==> src/rtl/cbp_pkg.sv <==
package cbp_pkg;

  localparam int unsigned ModulusQ   = 3329;
  localparam int unsigned MaxWidth   = 12;
  localparam int unsigned RecipMul   = 20158;
  localparam int unsigned RecipShift = 26;
  localparam int unsigned QueueDepth = 4;

  typedef logic [3:0]  width_t;
  typedef logic [11:0] coeff12_t;

  typedef struct packed {
    logic [7:0] lo_byte;
    logic [7:0] hi_byte;
    logic       two;
    logic       last;
  } entry_t;

endpackage

==> src/rtl/cbp_front.sv <==
module cbp_front #(
  parameter int CoeffsPerPoly = 256
) (
  input  logic            clk_i,
  input  logic            rst_ni,
  input  logic            in_valid_i,
  output logic            in_ready_o,
  input  logic [15:0]     coeff_i,
  input  cbp_pkg::width_t width_i,
  input  logic            full_i,
  output logic            push_o,
  output cbp_pkg::entry_t entry_o
);

  localparam int IdxW = $clog2(CoeffsPerPoly);

  logic                  s1_valid_q, s1_valid_d;
  logic [15:0]           s1_coeff_q, s1_coeff_d;
  logic [30:0]           s1_prod_q, s1_prod_d;
  logic                  s2_valid_q, s2_valid_d;
  cbp_pkg::coeff12_t     s2_low_q, s2_low_d;
  cbp_pkg::coeff12_t     s2_rem_q, s2_rem_d;
  logic [6:0]            pend_q, pend_d;
  logic [2:0]            pcnt_q, pcnt_d;
  logic [IdxW-1:0]       idx_q, idx_d;

  logic                  s2_accept;
  logic                  adv;
  logic                  final_coeff;
  logic [4:0]            quot;
  logic [16:0]           diff;
  logic [16:0]           diff_fix;
  cbp_pkg::coeff12_t     mask;
  cbp_pkg::coeff12_t     a;
  logic [18:0]           acc;
  logic [4:0]            cnt;
  logic [1:0]            nfull;
  logic                  extra;
  logic [1:0]            nbytes;

  assign adv         = s2_valid_q && !full_i;
  assign s2_accept   = !s2_valid_q || adv;
  assign in_ready_o  = !s1_valid_q || s2_accept;
  assign final_coeff = (idx_q == IdxW'(CoeffsPerPoly - 1));

  always_comb begin
    s1_valid_d = s1_valid_q;
    s1_coeff_d = s1_coeff_q;
    s1_prod_d  = s1_prod_q;
    if (in_ready_o) begin
      s1_valid_d = in_valid_i;
      s1_coeff_d = coeff_i;
      s1_prod_d  = 31'(coeff_i) * 31'(cbp_pkg::RecipMul);
    end
  end

  always_comb begin
    quot     = s1_prod_q[30:cbp_pkg::RecipShift];
    diff     = 17'(s1_coeff_q) - 17'(quot) * 17'(cbp_pkg::ModulusQ);
    diff_fix = (diff >= 17'(cbp_pkg::ModulusQ)) ? diff - 17'(cbp_pkg::ModulusQ) : diff;
    s2_valid_d = s2_valid_q;
    s2_low_d   = s2_low_q;
    s2_rem_d   = s2_rem_q;
    if (s2_accept) begin
      s2_valid_d = s1_valid_q;
      s2_low_d   = s1_coeff_q[11:0];
      s2_rem_d   = diff_fix[11:0];
    end
  end

  always_comb begin
    mask   = 12'((13'd1 << width_i) - 13'd1);
    a      = (width_i == 4'(cbp_pkg::MaxWidth)) ? s2_rem_q : (s2_low_q & mask);
    acc    = 19'(pend_q) | (19'(a) << pcnt_q);
    cnt    = 5'(pcnt_q) + 5'(width_i);
    nfull  = (cnt >= 5'd16) ? 2'd2 : ((cnt >= 5'd8) ? 2'd1 : 2'd0);
    extra  = final_coeff && (cnt[2:0] != 3'd0) && (nfull != 2'd2);
    nbytes = nfull + 2'(extra);

    entry_o.lo_byte = acc[7:0];
    entry_o.hi_byte = acc[15:8];
    entry_o.two     = (nbytes == 2'd2);
    entry_o.last    = final_coeff;
    push_o          = adv && (nbytes != 2'd0);

    pend_d = pend_q;
    pcnt_d = pcnt_q;
    idx_d  = idx_q;
    if (adv) begin
      if (final_coeff) begin
        pend_d = '0;
        pcnt_d = '0;
        idx_d  = '0;
      end else begin
        unique case (nfull)
          2'd0:    pend_d = acc[6:0];
          2'd1:    pend_d = acc[14:8];
          default: pend_d = {4'b0000, acc[18:16]};
        endcase
        pcnt_d = cnt[2:0];
        idx_d  = idx_q + IdxW'(1);
      end
    end
  end

  always_ff @(posedge clk_i or negedge rst_ni) begin
    if (!rst_ni) begin
      s1_valid_q <= 1'b0;
      s2_valid_q <= 1'b0;
      pend_q     <= '0;
      pcnt_q     <= '0;
      idx_q      <= '0;
    end else begin
      s1_valid_q <= s1_valid_d;
      s2_valid_q <= s2_valid_d;
      pend_q     <= pend_d;
      pcnt_q     <= pcnt_d;
      idx_q      <= idx_d;
    end
  end

  always_ff @(posedge clk_i) begin
    s1_coeff_q <= s1_coeff_d;
    s1_prod_q  <= s1_prod_d;
    s2_low_q   <= s2_low_d;
    s2_rem_q   <= s2_rem_d;
  end

  assert property (@(posedge clk_i) disable iff (!rst_ni)
    (adv && final_coeff) |=> (idx_q == '0 && pcnt_q == '0 && pend_q == '0))
    else $error("packer state did not restart after the final coefficient");

  assert property (@(posedge clk_i) disable iff (!rst_ni)
    (adv && final_coeff) |-> push_o)
    else $error("final coefficient produced no byte transfer");

endmodule

==> src/rtl/cbp_fifo.sv <==
module cbp_fifo (
  input  logic            clk_i,
  input  logic            rst_ni,
  input  logic            push_i,
  input  cbp_pkg::entry_t entry_i,
  output logic            full_o,
  input  logic            pop_i,
  output cbp_pkg::entry_t head_o,
  output logic            empty_o
);

  localparam int Depth = cbp_pkg::QueueDepth;
  localparam int PtrW  = $clog2(Depth);
  localparam int CntW  = $clog2(Depth + 1);

  cbp_pkg::entry_t mem_q [Depth];
  logic [PtrW-1:0] wptr_q, wptr_d;
  logic [PtrW-1:0] rptr_q, rptr_d;
  logic [CntW-1:0] count_q, count_d;

  assign full_o  = (count_q == CntW'(Depth));
  assign empty_o = (count_q == '0);
  assign head_o  = mem_q[rptr_q];

  always_comb begin
    wptr_d  = push_i ? PtrW'(wptr_q + PtrW'(1)) : wptr_q;
    rptr_d  = pop_i ? PtrW'(rptr_q + PtrW'(1)) : rptr_q;
    count_d = count_q + CntW'(push_i) - CntW'(pop_i);
  end

  always_ff @(posedge clk_i or negedge rst_ni) begin
    if (!rst_ni) begin
      wptr_q  <= '0;
      rptr_q  <= '0;
      count_q <= '0;
    end else begin
      wptr_q  <= wptr_d;
      rptr_q  <= rptr_d;
      count_q <= count_d;
    end
  end

  always_ff @(posedge clk_i) begin
    if (push_i) begin
      mem_q[wptr_q] <= entry_i;
    end
  end

  assert property (@(posedge clk_i) disable iff (!rst_ni)
    count_q <= CntW'(Depth))
    else $error("queue count exceeds its depth");

endmodule

==> src/rtl/cbp_back.sv <==
module cbp_back (
  input  logic            clk_i,
  input  logic            rst_ni,
  input  cbp_pkg::entry_t head_i,
  input  logic            empty_i,
  output logic            pop_o,
  output logic            out_valid_o,
  input  logic            out_ready_i,
  output logic [7:0]      out_byte_o,
  output logic            last_o
);

  logic       out_valid_q, out_valid_d;
  logic [7:0] out_byte_q, out_byte_d;
  logic       last_q, last_d;
  logic       sel_q, sel_d;
  logic       load;
  logic       final_byte;

  assign final_byte = sel_q || !head_i.two;
  assign load       = !empty_i && (!out_valid_q || out_ready_i);
  assign pop_o      = load && final_byte;

  always_comb begin
    out_valid_d = out_valid_q;
    out_byte_d  = out_byte_q;
    last_d      = last_q;
    sel_d       = sel_q;
    if (load) begin
      out_valid_d = 1'b1;
      out_byte_d  = sel_q ? head_i.hi_byte : head_i.lo_byte;
      last_d      = head_i.last && final_byte;
      sel_d       = !final_byte;
    end else if (out_ready_i) begin
      out_valid_d = 1'b0;
    end
  end

  always_ff @(posedge clk_i or negedge rst_ni) begin
    if (!rst_ni) begin
      out_valid_q <= 1'b0;
      sel_q       <= 1'b0;
    end else begin
      out_valid_q <= out_valid_d;
      sel_q       <= sel_d;
    end
  end

  always_ff @(posedge clk_i) begin
    out_byte_q <= out_byte_d;
    last_q     <= last_d;
  end

  assign out_valid_o = out_valid_q;
  assign out_byte_o  = out_byte_q;
  assign last_o      = last_q;

  assert property (@(posedge clk_i) disable iff (!rst_ni)
    sel_q |-> (!empty_i && head_i.two))
    else $error("second byte selected without a two-byte entry at the head");

endmodule

==> src/rtl/coeff_byte_packer_core.sv <==
// An accepted coefficient passes the product and remainder registers, the queue and the
// byte output register before its first byte is valid on the output.
// Throughput: one coefficient per cycle while each yields at most one byte and the
// queue is not full and the output is not held back; above d = 8 the byte-wide output
// register sets the pace.
// Reset clears the valid flags, queue pointers and packer state and sets the width register to 12.
module coeff_byte_packer_core #(
  parameter int CoeffsPerPoly = 256
) (
  input  logic        clk_i,
  input  logic        rst_ni,
  input  logic        cfg_we_i,
  input  logic [3:0]  cfg_wdata_i,
  input  logic        in_valid_i,
  output logic        in_ready_o,
  input  logic [15:0] coeff_i,
  output logic        out_valid_o,
  input  logic        out_ready_i,
  output logic [7:0]  out_byte_o,
  output logic        last_o
);

  cbp_pkg::width_t width_q, width_d;
  cbp_pkg::width_t eff_width;
  logic            push;
  logic            pop;
  logic            full;
  logic            empty;
  cbp_pkg::entry_t entry;
  cbp_pkg::entry_t head;

  always_comb begin
    width_d = cfg_we_i ? cfg_wdata_i : width_q;
    if (width_q == '0) begin
      eff_width = 4'd1;
    end else if (width_q > 4'(cbp_pkg::MaxWidth)) begin
      eff_width = 4'(cbp_pkg::MaxWidth);
    end else begin
      eff_width = width_q;
    end
  end

  always_ff @(posedge clk_i or negedge rst_ni) begin
    if (!rst_ni) begin
      width_q <= 4'(cbp_pkg::MaxWidth);
    end else begin
      width_q <= width_d;
    end
  end

  cbp_front #(
    .CoeffsPerPoly(CoeffsPerPoly)
  ) u_front (
    .clk_i     (clk_i),
    .rst_ni    (rst_ni),
    .in_valid_i(in_valid_i),
    .in_ready_o(in_ready_o),
    .coeff_i   (coeff_i),
    .width_i   (eff_width),
    .full_i    (full),
    .push_o    (push),
    .entry_o   (entry)
  );

  cbp_fifo u_fifo (
    .clk_i  (clk_i),
    .rst_ni (rst_ni),
    .push_i (push),
    .entry_i(entry),
    .full_o (full),
    .pop_i  (pop),
    .head_o (head),
    .empty_o(empty)
  );

  cbp_back u_back (
    .clk_i      (clk_i),
    .rst_ni     (rst_ni),
    .head_i     (head),
    .empty_i    (empty),
    .pop_o      (pop),
    .out_valid_o(out_valid_o),
    .out_ready_i(out_ready_i),
    .out_byte_o (out_byte_o),
    .last_o     (last_o)
  );

endmodule
==> config.mk <==
export PLATFORM = sky130hd
export DESIGN_NAME = coeff_byte_packer_core
export DESIGN_NICKNAME = d
export VERILOG_FILES = /design/src/rtl/cbp_pkg.sv /design/src/rtl/cbp_front.sv /design/src/rtl/cbp_fifo.sv /design/src/rtl/cbp_back.sv /design/src/rtl/coeff_byte_packer_core.sv
export SDC_FILE = /design/constraint.sdc
export NUM_CORES = 1
export LEC_CHECK = 0
export BUFFER_PORTS_ARGS = -buffer_cell sky130_fd_sc_hd__buf_2
export CORE_ASPECT_RATIO = 0.7
export CORE_UTILIZATION = 50
export CTS_BUF_LIST = sky130_fd_sc_hd__clkbuf_8
export DETAILED_ROUTE_END_ITERATION = 8
export PLACE_DENSITY = 0.66
export SYNTH_ARGS = -nofsm -noshare
export SYNTH_HDL_FRONTEND = slang
export SYNTH_HIERARCHICAL = 1
export SYNTH_SLANG_ARGS = --single-unit
==> constraint.sdc <==
create_clock -name clk_i -period 11.8 [get_ports clk_i]
set_clock_uncertainty 0.1 [all_clocks]
set_input_delay 0.59 -clock clk_i [delete_from_list [all_inputs] [get_ports clk_i]]
set_output_delay 0.59 -clock clk_i [all_outputs]
set_load 0.02 [all_outputs]
# ---- After elaboration in Yosys (flattened, before gate mapping)
# Memories as Yosys holds them, arrays and structs flattened.
# Index checks and enable logic that the tools add are counted.
dict set report word_totals {
  input_bits 25
  n_memories 1
  register_bits 112
  ram_bits 72
  out_inout_bits 11
  word_cells 83
}
dict set report classes {
  n_eq_ne 6
  bitwise_logic 2
  add_sub_neg 10
  shift 2
  n_lt_le_gt_ge 4
  reduce_logical 24
  muxes 15
  n_mul 2
}
# memory depth width rd rd_ports_with_merged_regs wr line_no
set memory_table {}
lappend memory_table {u_fifo.mem_q 4 18 1 0 1 cbp_fifo.sv:16} ;# cbp_pkg::entry_t mem_q [Depth];
# cell count
set op_table {}
lappend op_table {{$mul 16x14->30 const B} 1}
lappend op_table {{$mux 12} 2}
lappend op_table {{$or 7x19->19} 1}
lappend op_table {{$shl 12x3->19} 1}
lappend op_table {{$ge 17x12->1 const B} 1}
lappend op_table {{$mul 5x12->17 const B} 1}
lappend op_table {{$sub 16x17->17} 1}
lappend op_table {{$mux 8} 2}
lappend op_table {{$pmux 7 s2} 1}
lappend op_table {{$and 12x12->12} 1}
lappend op_table {{$shl 1x4->12 const A} 1}
lappend op_table {{$sub 12x1->12 const B} 1}
lappend op_table {{$sub 12x12->12 const B} 1}
lappend op_table {{$add 8x1->8 const B} 1}
lappend op_table {{$eq 8x8->1 const B} 1}
lappend op_table {{$mux 4} 2}
lappend op_table {{$logic_and 1x1->1} 7}
lappend op_table {{$logic_not 1->1} 7}
lappend op_table {{$mux 7} 1}
lappend op_table {{$add 3x4->5} 1}
lappend op_table {{$ge 5x4->1 const B} 1}
lappend op_table {{$ge 5x5->1 const B} 1}
lappend op_table {{$mux 1} 5}
lappend op_table {{$add 2x1->2 const B} 2}
lappend op_table {{17 further kinds} 21}

# ---- Logic depth before layout (Yosys ltp)
# Gate-level depths: netlist (run 1).
dict set report depth {
  depth_word 14
  depth_mapped 19
  depth_no_buf 19
}

# ---- Cells and area by module
# Netlist (run 1), hierarchy kept.
# module seq_area_each_um2 instances area_each_um2 cells_each
set by_module_without_submodules {}
lappend by_module_without_submodules {cbp_front 1851.8 1 9021.2 893}
lappend by_module_without_submodules {cbp_fifo 2337.2 1 2987.9 128}
lappend by_module_without_submodules {cbp_back 320.3 1 486.7 28}
lappend by_module_without_submodules {coeff_byte_packer_core 102.6 1 177.7 14}

# ---- Worst setup path before layout (run 1)
# No wires, ideal clock.
dict set report synth_timing {
  path_kind {input to register}
  start {input port coeff_i[13]}
  end {register u_front.s1_prod_q[29], data pin}
  required_ns 11.443
  stages 18
  slack_ns 5.802
  path_buffers 0
  t_arrival_ns 5.640
  setup_time_ns 0.257
  path_cell_list {inv_1 fa_1 fa_1 inv_1 fa_1 fa_1 fa_1 inv_1 fa_1 inv_1 ha_1 and4_1 a21o_1 a211oi_1 a21oi_1 a311o_1 o41a_1 xor2_1}
}
dict set report synth_between {
  elab_chain_len 1
}
# element line_no
set synth_rtl {}
lappend synth_rtl {{start: declaration} coeff_byte_packer_core.sv:16} ;# input logic [15:0] coeff_i,
lappend synth_rtl {{$mul 16x14->30} cbp_front.sv:53} ;# s1_prod_d = 31'(coeff_i) * 31'(cbp_pkg::RecipMul);
lappend synth_rtl {{end signal: assignment} cbp_front.sv:124} ;# s1_prod_q <= s1_prod_d;
lappend synth_rtl {{end: declaration} cbp_front.sv:19} ;# logic [30:0] s1_prod_q, s1_prod_d;
# No other way between the ends.
# A chain may end at the register's enable or synchronous reset.

# ---- Worst setup path in the final report (run 1)
dict set report layout_timing {
  start {input port coeff_i[11]}
  end {register u_front.s1_prod_q[29], data pin}
}
# Same word-level chain as after synthesis.

==> results of run 1 <==
[worst max path at each step]
stage                start                               to
2_1_floorplan  coeff_i[13]  u_front/s1_prod_q[29]$_DFFE_PP_
3_3_place_gp   coeff_i[13]  u_front/s1_prod_q[29]$_DFFE_PP_
3_5_place_dp   coeff_i[11]  u_front/s1_prod_q[29]$_DFFE_PP_
4_1_cts        coeff_i[11]  u_front/s1_prod_q[29]$_DFFE_PP_
5_1_grt        coeff_i[13]  u_front/s1_prod_q[29]$_DFFE_PP_
6_report       coeff_i[11]  u_front/s1_prod_q[29]$_DFFE_PP_
[cells in the mapped netlist (7+ instances only)]
cell        n  area share, %
and2_1     10           0.49
o21ai_0    30            1.2
a31oi_1     9           0.44
inv_1     183            5.4
nor2b_1    11           0.54
clkbuf_1   16           0.47
nor2_1     36            1.1
a21oi_1    22           0.87
ha_1      152             15
edfxtp_1  126             30
fa_1      100             16
mux2_2     18            1.6
mux4_2     21            3.7
dfrtp_1    31            6.1
mux2i_1    18            1.4
nand3_1    16           0.63
nor3_1     10           0.39
nand2_1    59            1.7
nand2b_1   13           0.64
a21o_1     12           0.71
xnor2_1    24            1.7
o21a_1      7           0.41
xor2_1     15            1.0
[sequential cells by signal, indices dropped and copies added, names as in the netlist]
name                flops
u_front/s1_valid_q      1
width_q                 4
u_fifo/mem_q           72
u_back/out_valid_o      1
u_front/s2_rem_q       12
u_front/s2_low_q       12
u_back/sel_q            1
u_back/out_byte_o       8
u_front/s1_prod_q       5
u_back/last_o           1
u_front/idx_q           8
u_front/s1_coeff_q     16
u_front/s2_valid_q      1
u_front/pend_q          7
u_fifo/wptr_q           2
u_fifo/rptr_q           2
u_front/pcnt_q          3
u_fifo/count_q          3
[logic make-up after synthesis]
logic type | share of synthesized area, %
flip-flops | 36.39
adder cells (fa/ha/maj) | 30.88
buffers and inverters | 6.555
multiplexers | 6.871
XOR/XNOR | 2.824
AO/OA/AOI/OAI | 8.313
AND/OR/NAND/NOR | 8.165
[through the flow]
| stage | setup WS, ns | std cells | cell area, sq um |
|---|---|---|---|
| 3_5_place_dp | 5.371 | 1402 | 13150 |
| 6_report | 5.881 | 1434 | 13580 |
| 2_1_floorplan | 5.802 | 1063 | 12670 |
| 3_3_place_gp | 5.439 | 1402 | 13150 |
| 5_1_grt | 5.588 | 1434 | 13580 |
| 4_1_cts | 5.889 | 1434 | 13580 |
[metal layers]
metal | wire length [um] | vias up
met5 | 0 | -
met4 | 124 | 0
met3 | 1036 | 10
met2 | 10710 | 186
met1 | 13300 | 3865
li1 | - | 3775
[layout make-up]
| class | count | area (sq um) |
|---|---|---|
| Sequential cell | 159 | 4612 |
| Inverter | 183 | 686.9 |
| Multi-Input combinational cell | 695 | 7231 |
| Timing Repair Buffer | 40 | 212.7 |
| Clock inverter | 15 | 192.7 |
| Clock buffer | 17 | 234.0 |
| Tap cell | 325 | 406.6 |
| Fill cell | 2100 | 11170 |
==> results.cfg, run 1 <==
[global_route]
grt_pass1_vias = 7833
gr-total-overflow = 0
antenna_found_initial = 0
grtUsageMet2_pct = 29.98
grtUsageMet1_pct = 33.55
grt_pass1_wl_mm = 41.60
grt_use_met3_pct = 3.134
top_usage_layer = met1
track_usage_pct = 20.85
grt_max_degree = 34

[cells_and_area]
fin_util_pct = 54.86
final_nets = 1373
drive_above_1_share_pct = 12.26
final_common_cell = inv_1
final_cell_mix = inv_1, ha_1, edfxtp_1, fa_1, nand2_1
syn2layout_area_growth_pct = 7.118
n_antenna_cell = 0

[floorplan]
coreArea_sq_um = 24740
die_w_um = 192.3
row_count = 48
die_area_sq_um = 26000
io_pins = 36
die_h_um = 135.2
initial_core_util_pct = 51.22

[clock_network]
clock-sinks = 159
hold_buffers = 0
clkLatencyLatePin_ns = 0.46
cts_made_buffers = 17
clockBufferDepth = 2
htreeDepth = 4
clock-root-buffer = clkbuf_8
cts_tree = done
cts.clk_slew.worst_paths_ns = 0.11
postCtsSetupBuffers = 0
cts_resized = 0

[worst_setup_path]
critPathKind = in2reg
max_stage_delay_ns = 0.54
crit_top_cell = fa_1
cpMaxStageDelayCell = fa_1
crit_family = adder cells
path_cells = buf_2, inv_1, fa_1, fa_1, inv_1, fa_1, fa_1, fa_1, inv_1, fa_1, inv_1, ha_1, and4_1, a21o_1, a211oi_1, a21oi_1, a311o_1, o41a_1, xor2_1
crit_required_ns = 11.92
critPathArrivalTime_ns = 6.04
timing.rr.start = width_q[3]$_DFFE_PN1P_
path_depth = 19
worst-r2r-setup-slack_ns = 6.57
path_buf_inv = 5
start_kind = input port
cp_max_fo = 7
r2r_end = u_fifo/mem_q[1][4]$_DFFE_PP_
worstRegToRegCells = 13
cp-end-kind = register

[sta]
grt_setup_unrepaired = false
fin_crit_ns = 5.919
hold_viol_final = 0
worst_pin_slew_ns = 1.045
finalSetupTns_ns = 0
timing.final.crit_share_pct = 50.16
finalSetupViolCount = 0
maxSlewHeadroom_pct = 30.34
report.final.slew_viol_count = 0
hold_slack_ns = 0.1230
max_freq_ghz = 0.1690

[detailed_routing]
first_pass_iters = 6
vias = 7836
ant_nets = 0
drc = 0
drt_iter0_markers = 682
wl_mm = 25.17
vias_per_cell = 5.464
wl_per_cell_um = 17.55

[placed_design]
gp_congestion = 0.8939
portBuffers = 35
dpl.hpwl_mm = 20.27

[yosys]
ys_ff_latch = 159
synth_edf_count = 126
synth_ff_type = edfxtp_1
syn_avg_cell_area_sq_um = 11.92
netlist_instances = 1063
synth_async_sr_flop_share_pct = 20.75
seq_area_frac_synth_pct = 36.39
syn_area_sq_um = 12670
synth.distinct_cells = 79
yosys_warnings = 6
synth_fp_nets = 1340

[worst_hold_path]
hold_path.class = in2async

[status]
status = finished clean

[flow_run]
maxCapViolCount = 0
Power of run 1 is not shown: default switching activity piles up to over one toggle a cycle in this logic, so the estimate is an artifact.
==> inputs of run 2 (changes only) <==
--- a/config.mk
+++ b/config.mk
@@ -5,6 +5,7 @@
 export SDC_FILE = /design/constraint.sdc
 export NUM_CORES = 1
 export LEC_CHECK = 0
+export ABC_AREA = 1
 export BUFFER_PORTS_ARGS = -buffer_cell sky130_fd_sc_hd__buf_2
 export CORE_ASPECT_RATIO = 0.7
 export CORE_UTILIZATION = 50
==> constraint.sdc (replaced) <==
create_clock -name clk_i -period 5.6 [get_ports clk_i]
set_clock_uncertainty 0.1 [all_clocks]
set_input_delay 0.28 -clock clk_i [delete_from_list [all_inputs] [get_ports clk_i]]
set_output_delay 0.28 -clock clk_i [all_outputs]
set_load 0.02 [all_outputs]
==> run 2 against run 1 <==
Against the previous run: sequential share of layout area shrank 2.5 points; non-clock buffer count grew 18; critical path depth shrank 1; worst hold slack lost 0.093 ns; core utilization shrank 0.18 points; design area grew 7.9%; cell count grew 38%; largest cell class unchanged.
==> results.cfg, run 2 <==
[global_route]
grt_pass1_vias = 9555
grt_pass1_wl_mm = 50.24
antenna_found_initial = 0
gr-total-overflow = 0
track_usage_pct = 23.43
grt_max_degree = 39

[yosys]
syn_area_sq_um = 13630
synth_edf_count = 126
synth.distinct_cells = 48
synth_ff_type = edfxtp_1
yosysTopAreaCell = edfxtp_1
synthMuxAreaShare_pct = 0
synth_fp_nets = 1835
synthXorXnorAreaFrac_pct = 2.093
synth_adder_area_share_pct = 28.64
synth_async_sr_flop_share_pct = 20.75
seq_area_frac_synth_pct = 33.84
synth_top_family_by_area = adder cells
synth_top_area_share_pct = 27.76
ys_top_cells_by_count = nand2_1, inv_1, ha_1
ys_ff_latch = 159
ys_top_cells_by_area = edfxtp_1, fa_1, ha_1, nand2_1, inv_1
synth-compound-area-share_pct = 4.416
syn_avg_cell_area_sq_um = 8.747
netlist_instances = 1558
yosys.area_share.simple_pct = 20.04
yosys.cell_count.top_type = nand2_1
yosys_warnings = 6

[cells_and_area]
final_nets = 1883
fill_cells = 2466
n_antenna_cell = 0
largest_reg_flops = 72
reg.largest.list = u_fifo/mem_q (72), u_front/s1_coeff_q (16)
syn2layout_area_growth_pct = 7.446
fin_cells = 1983
final_common_cell = nand2_1
regMostFlops = u_fifo/mem_q
drive_above_1_share_pct = 6.980
final_cell_mix = nand2_1, inv_1, ha_1, edfxtp_1, nand3_1

[clock_network]
clkLatencyLatePin_ns = 0.48
clock-root-buffer = clkbuf_8
htreeDepth = 4
clockBufferDepth = 2
hold_buffers = 13
cts_tree = done
clock-sinks = 159
cts_made_buffers = 17
cts_resized = 0
postCtsSetupBuffers = 0
cts.clk_slew.worst_paths_ns = 0.10

[sta]
timing.final.crit_share_pct = 87.61
grt_setup_unrepaired = false
maxSlewHeadroom_pct = 32.21
worst_pin_slew_ns = 1.014
max_freq_ghz = 0.2038
hold_viol_final = 0
finalSetupTns_ns = 0
fin_crit_ns = 4.906
finalSetupViolCount = 0
report.final.slew_viol_count = 0

[worst_setup_path]
crit_path_start = coeff_i[11]
start_kind = input port
timing.rr.start = width_q[2]$_DFFE_PN1P_
worst-r2r-setup-slack_ns = 0.85
critPathArrivalTime_ns = 5.04
max_stage_delay_ns = 0.54
cp-end-kind = register
path_buf_inv = 5
crit_family = adder cells
critPathKind = in2reg
cpMaxStageDelayCell = fa_1
crit_top_cell = fa_1
cp_max_fo = 7
crit_required_ns = 5.73
path_cells = buf_2, inv_1, fa_1, fa_1, inv_1, fa_1, fa_1, fa_1, inv_1, fa_1, inv_1, ha_1, a21o_1, a21boi_0, nand2_1, a221oi_1, o21ai_0, xor2_1

[placed_design]
dp_cells = 1938
gp_congestion = 0.9263
dpl.hpwl_mm = 24.57
portBuffers = 35

[status]
status = finished clean

[floorplan]
io_pins = 36
die_w_um = 199.3
die_h_um = 140.1
coreArea_sq_um = 26780
die_area_sq_um = 27930
row_count = 50
initial_core_util_pct = 50.90

[detailed_routing]
wl_mm = 30.83
drt_iter0_markers = 938
vias_per_cell = 5.101
vias = 10120
first_pass_iters = 7
ant_nets = 0
wl_per_cell_um = 15.55
drc = 0

[flow_run]
maxCapViolCount = 0

[worst_hold_path]
hold_path_startpoint = coeff_i[12]
hold_path.class = in2reg
-- run 2: final timing paths --
check	end	cells after the start
worst max-delay path	u_front/s1_prod_q[28]$_DFFE_PP_	18
worst min-delay path	u_front/s1_coeff_q[12]$_DFFE_PP_	1
worst max register to register	u_fifo/mem_q[1][8]$_DFFE_PP_	12
worst min register to register	u_front/s2_valid_q$_DFFE_PN0P_	2
max in group asynchronous	u_front/pend_q[5]$_DFFE_PN0P_	2
min in group asynchronous	width_q[1]$_DFFE_PN0P_	2
-- run 2: layout make-up --
cell class              instances  area [sq um]  share of cell area, %
clock inverters                15         126.4                 0.8630
inverters                     347          1313                  8.964
clock buffers                  17         234.0                  1.598
multi-input cells            1023          7522                  51.37
flip-flops and latches        159          4612                  31.50
well taps                     364         455.4                  3.110
repair buffers                 58         380.4                  2.598
-- run 2: layer usage --
| layer | global-route usage, % | routed length [um] |
|---|---|---|
| met1 | 38.39 | 16480 |
| met2 | 32.18 | 12270 |
| met3 | 3.804 | 1823 |
| met4 | 4.291 | 267 |
| met5 | 0 | 0 |
-- run 2: metrics by stage --
step                setup WS (ns)  hold WS, ns  instance area, sq um  utilization, %
global route               0.4087      0.01639                 14640           54.69
CTS                        0.7397     0.007066                 14640           54.69
detailed placement         0.2067       0.3328                 14150           52.86
finish                     0.6936      0.03020                 14640           54.69
floorplan                  0.6210      -0.1156                 13630               -
global placement           0.2622       0.3185                 14150           52.86
-- run 2: kinds of logic (layout without fill, tap and decap cells) --
| kind of cell | after synthesis | after routing |
|---|---|---|
| compound gates | 106 | 106 |
| xor+xnor | 30 | 30 |
| fa+ha+maj | 252 | 252 |
| buf+inv | 376 | 437 |
| flops | 159 | 159 |
| simple gates | 635 | 635 |
Power of run 2 is left out for the same reason.
==> inputs of run 3 (changes only) <==
==> constraint.sdc (replaced) <==
create_clock -name clk_i -period 5.4 [get_ports clk_i]
set_clock_uncertainty 0.1 [all_clocks]
set_input_delay 0.27 -clock clk_i [delete_from_list [all_inputs] [get_ports clk_i]]
set_output_delay 0.27 -clock clk_i [all_outputs]
set_load 0.02 [all_outputs]
==> run 3 against run 2 <==
Against the previous run: critical path depth increased by 3; non-clock buffer count increased by 13; first-iteration DRC count decreased by 4.5%; die area unchanged; design area increased by 1.2%; routed wire length decreased by 2.7%; setup slack got worse by 0.55 ns; largest cell class unchanged.
==> results.cfg, run 3 (synthesis results as in run 2) <==
[status]
status = finished clean

[detailed_routing]
first_pass_iters = 7
vias_per_cell = 5.033
ant_nets = 0
drt_iter0_markers = 896
wl_mm = 30.00
vias = 10050
drc = 0
wl_per_cell_um = 15.03

[sta]
finalSetupTns_ns = 0
hold_slack_ns = 0.02657
timing.final.crit_share_pct = 97.38
finalSetupViolCount = 0
hold_viol_final = 0
maxSlewHeadroom_pct = 31.65
postLayoutSetupSlackWorst_ns = 0.1413
max_freq_ghz = 0.1902
worst_pin_slew_ns = 1.023
fin_crit_ns = 5.259
report.final.slew_viol_count = 0

[placed_design]
place_ws_ns = 0.06465
portBuffers = 35
gp_congestion = 0.9570
dp_cells = 1950
dpl.hpwl_mm = 24.04

[cells_and_area]
final_common_cell = nand2_1
final_cell_mix = nand2_1, inv_1, ha_1, edfxtp_1, nand3_1
syn2layout_area_growth_pct = 8.786
drive_above_1_share_pct = 8.640
reg.largest.list = u_fifo/mem_q (72), u_front/s1_coeff_q (16)
final_nets = 1896
fin_cells = 1996
largest_reg_flops = 72
n_antenna_cell = 0
regMostFlops = u_fifo/mem_q

[global_route]
grt_max_degree = 39
antenna_found_initial = 0
grt_pass1_wl_mm = 48.81
gr-total-overflow = 0
grt_pass1_vias = 9525
track_usage_pct = 22.59

[clock_network]
clock-root-buffer = clkbuf_8
cts_made_buffers = 17
cts.clk_slew.worst_paths_ns = 0.10
cts_tree = done
htreeDepth = 4
clkLatencyLatePin_ns = 0.47
clock-sinks = 159
clockBufferDepth = 2

[floorplan]
initial_core_util_pct = 50.90
coreArea_sq_um = 26780
die_w_um = 199.3
row_count = 50
die_area_sq_um = 27930
die_h_um = 140.1
io_pins = 36

[worst_setup_path]
worstRegToRegCells = 14
critPathKind = in2reg
crit_required_ns = 5.53
cp_max_fo = 5
cp-end-kind = register
critPathArrivalTime_ns = 5.39
start_kind = input port

[worst_hold_path]
whs_path_depth = 2
hold_path.class = in2reg

[flow_run]
maxCapViolCount = 0
==> run 3: cell types whose count changed in the layout (fill, tap and decap cells not counted), sizes merged <==
cell,before,now
buf,45,57
inv,357,355
clkbuf,17,18
clkinv,4,6
==> run 3: layout make-up <==
class / count / area, sq um
clock inverter: 15 / 141.4
multi-input combinational: 1023 / 7590
inverter: 347 / 1313
tap: 364 / 455.4
fill: 2450 / 11950
timing repair buffer: 71 / 480.5
clock buffer: 17 / 234.0
sequential: 159 / 4612
==> run 3: repair_timing <==
item | in CTS | in global routing
endpoints found under the setup margin | 0 | 5
setup buffers | 0 | 1
resized for setup | 0 | 16
hold buffers | 13 | 0
endpoints found under the hold margin | 38 | 0
==> run 3: final timing paths <==
| path | endpoint | slack, ns | startpoint |
|---|---|---|---|
| max | u_front/s1_prod_q[30]$_DFFE_PP_ | 0.14 | coeff_i[11] |
| min | width_q[1]$_DFFE_PN0P_ | 0.03 | cfg_we_i |
| max reg2reg | u_fifo/count_q[2]$_DFF_PN0_ | 0.87 | width_q[3]$_DFFE_PN1P_ |
| min reg2reg | u_front/s2_low_q[3]$_DFFE_PP_ | 0.36 | u_front/s1_coeff_q[3]$_DFFE_PP_ |
| max in group asynchronous | u_front/s1_valid_q$_DFFE_PN0P_ | 4.33 | rst_ni |
| min in group asynchronous | width_q[0]$_DFFE_PN0P_ | 0.34 | rst_ni |
==> run 3: metrics by stage <==
stage          utilization, %  instance area (sq um)
2_1_floorplan               -                  13630
3_3_place_gp            53.19                  14240
3_5_place_dp            53.19                  14240
4_1_cts                 55.08                  14750
5_1_grt                 55.37                  14830
6_report                55.37                  14830
==> run 3: layer usage <==
| layer | track usage, % | up-vias | wire length (um) | part of all wire (%) |
|---|---|---|---|---|
| li1 | - | 5056 | - | - |
| met4 | 3.441 | 0 | 156 | 0.52 |
| met3 | 4.190 | 18 | 1915 | 6.4 |
| met1 | 35.59 | 4700 | 15630 | 52 |
| met2 | 32.59 | 271 | 12300 | 41 |
| met5 | 0 | - | 0 | 0 |
==> run 3: critical path, stage by stage <==
cell	delay [ns]
dlygate4sd3_1	0.54
clkbuf_4	0.18
buf_4	0.16
fa_2	0.56
fa_2	0.46
fa_1	0.53
fa_1	0.44
fa_1	0.54
inv_1	0.05
fa_1	0.49
inv_1	0.06
ha_4	0.28
nand2_1	0.08
nor2_2	0.14
inv_1	0.06
o21ai_1	0.13
nand2_1	0.06
nand3_1	0.14
nand2_1	0.07
nand2_1	0.07
xor2_1	0.06
Power of run 3 is left out for the same reason.
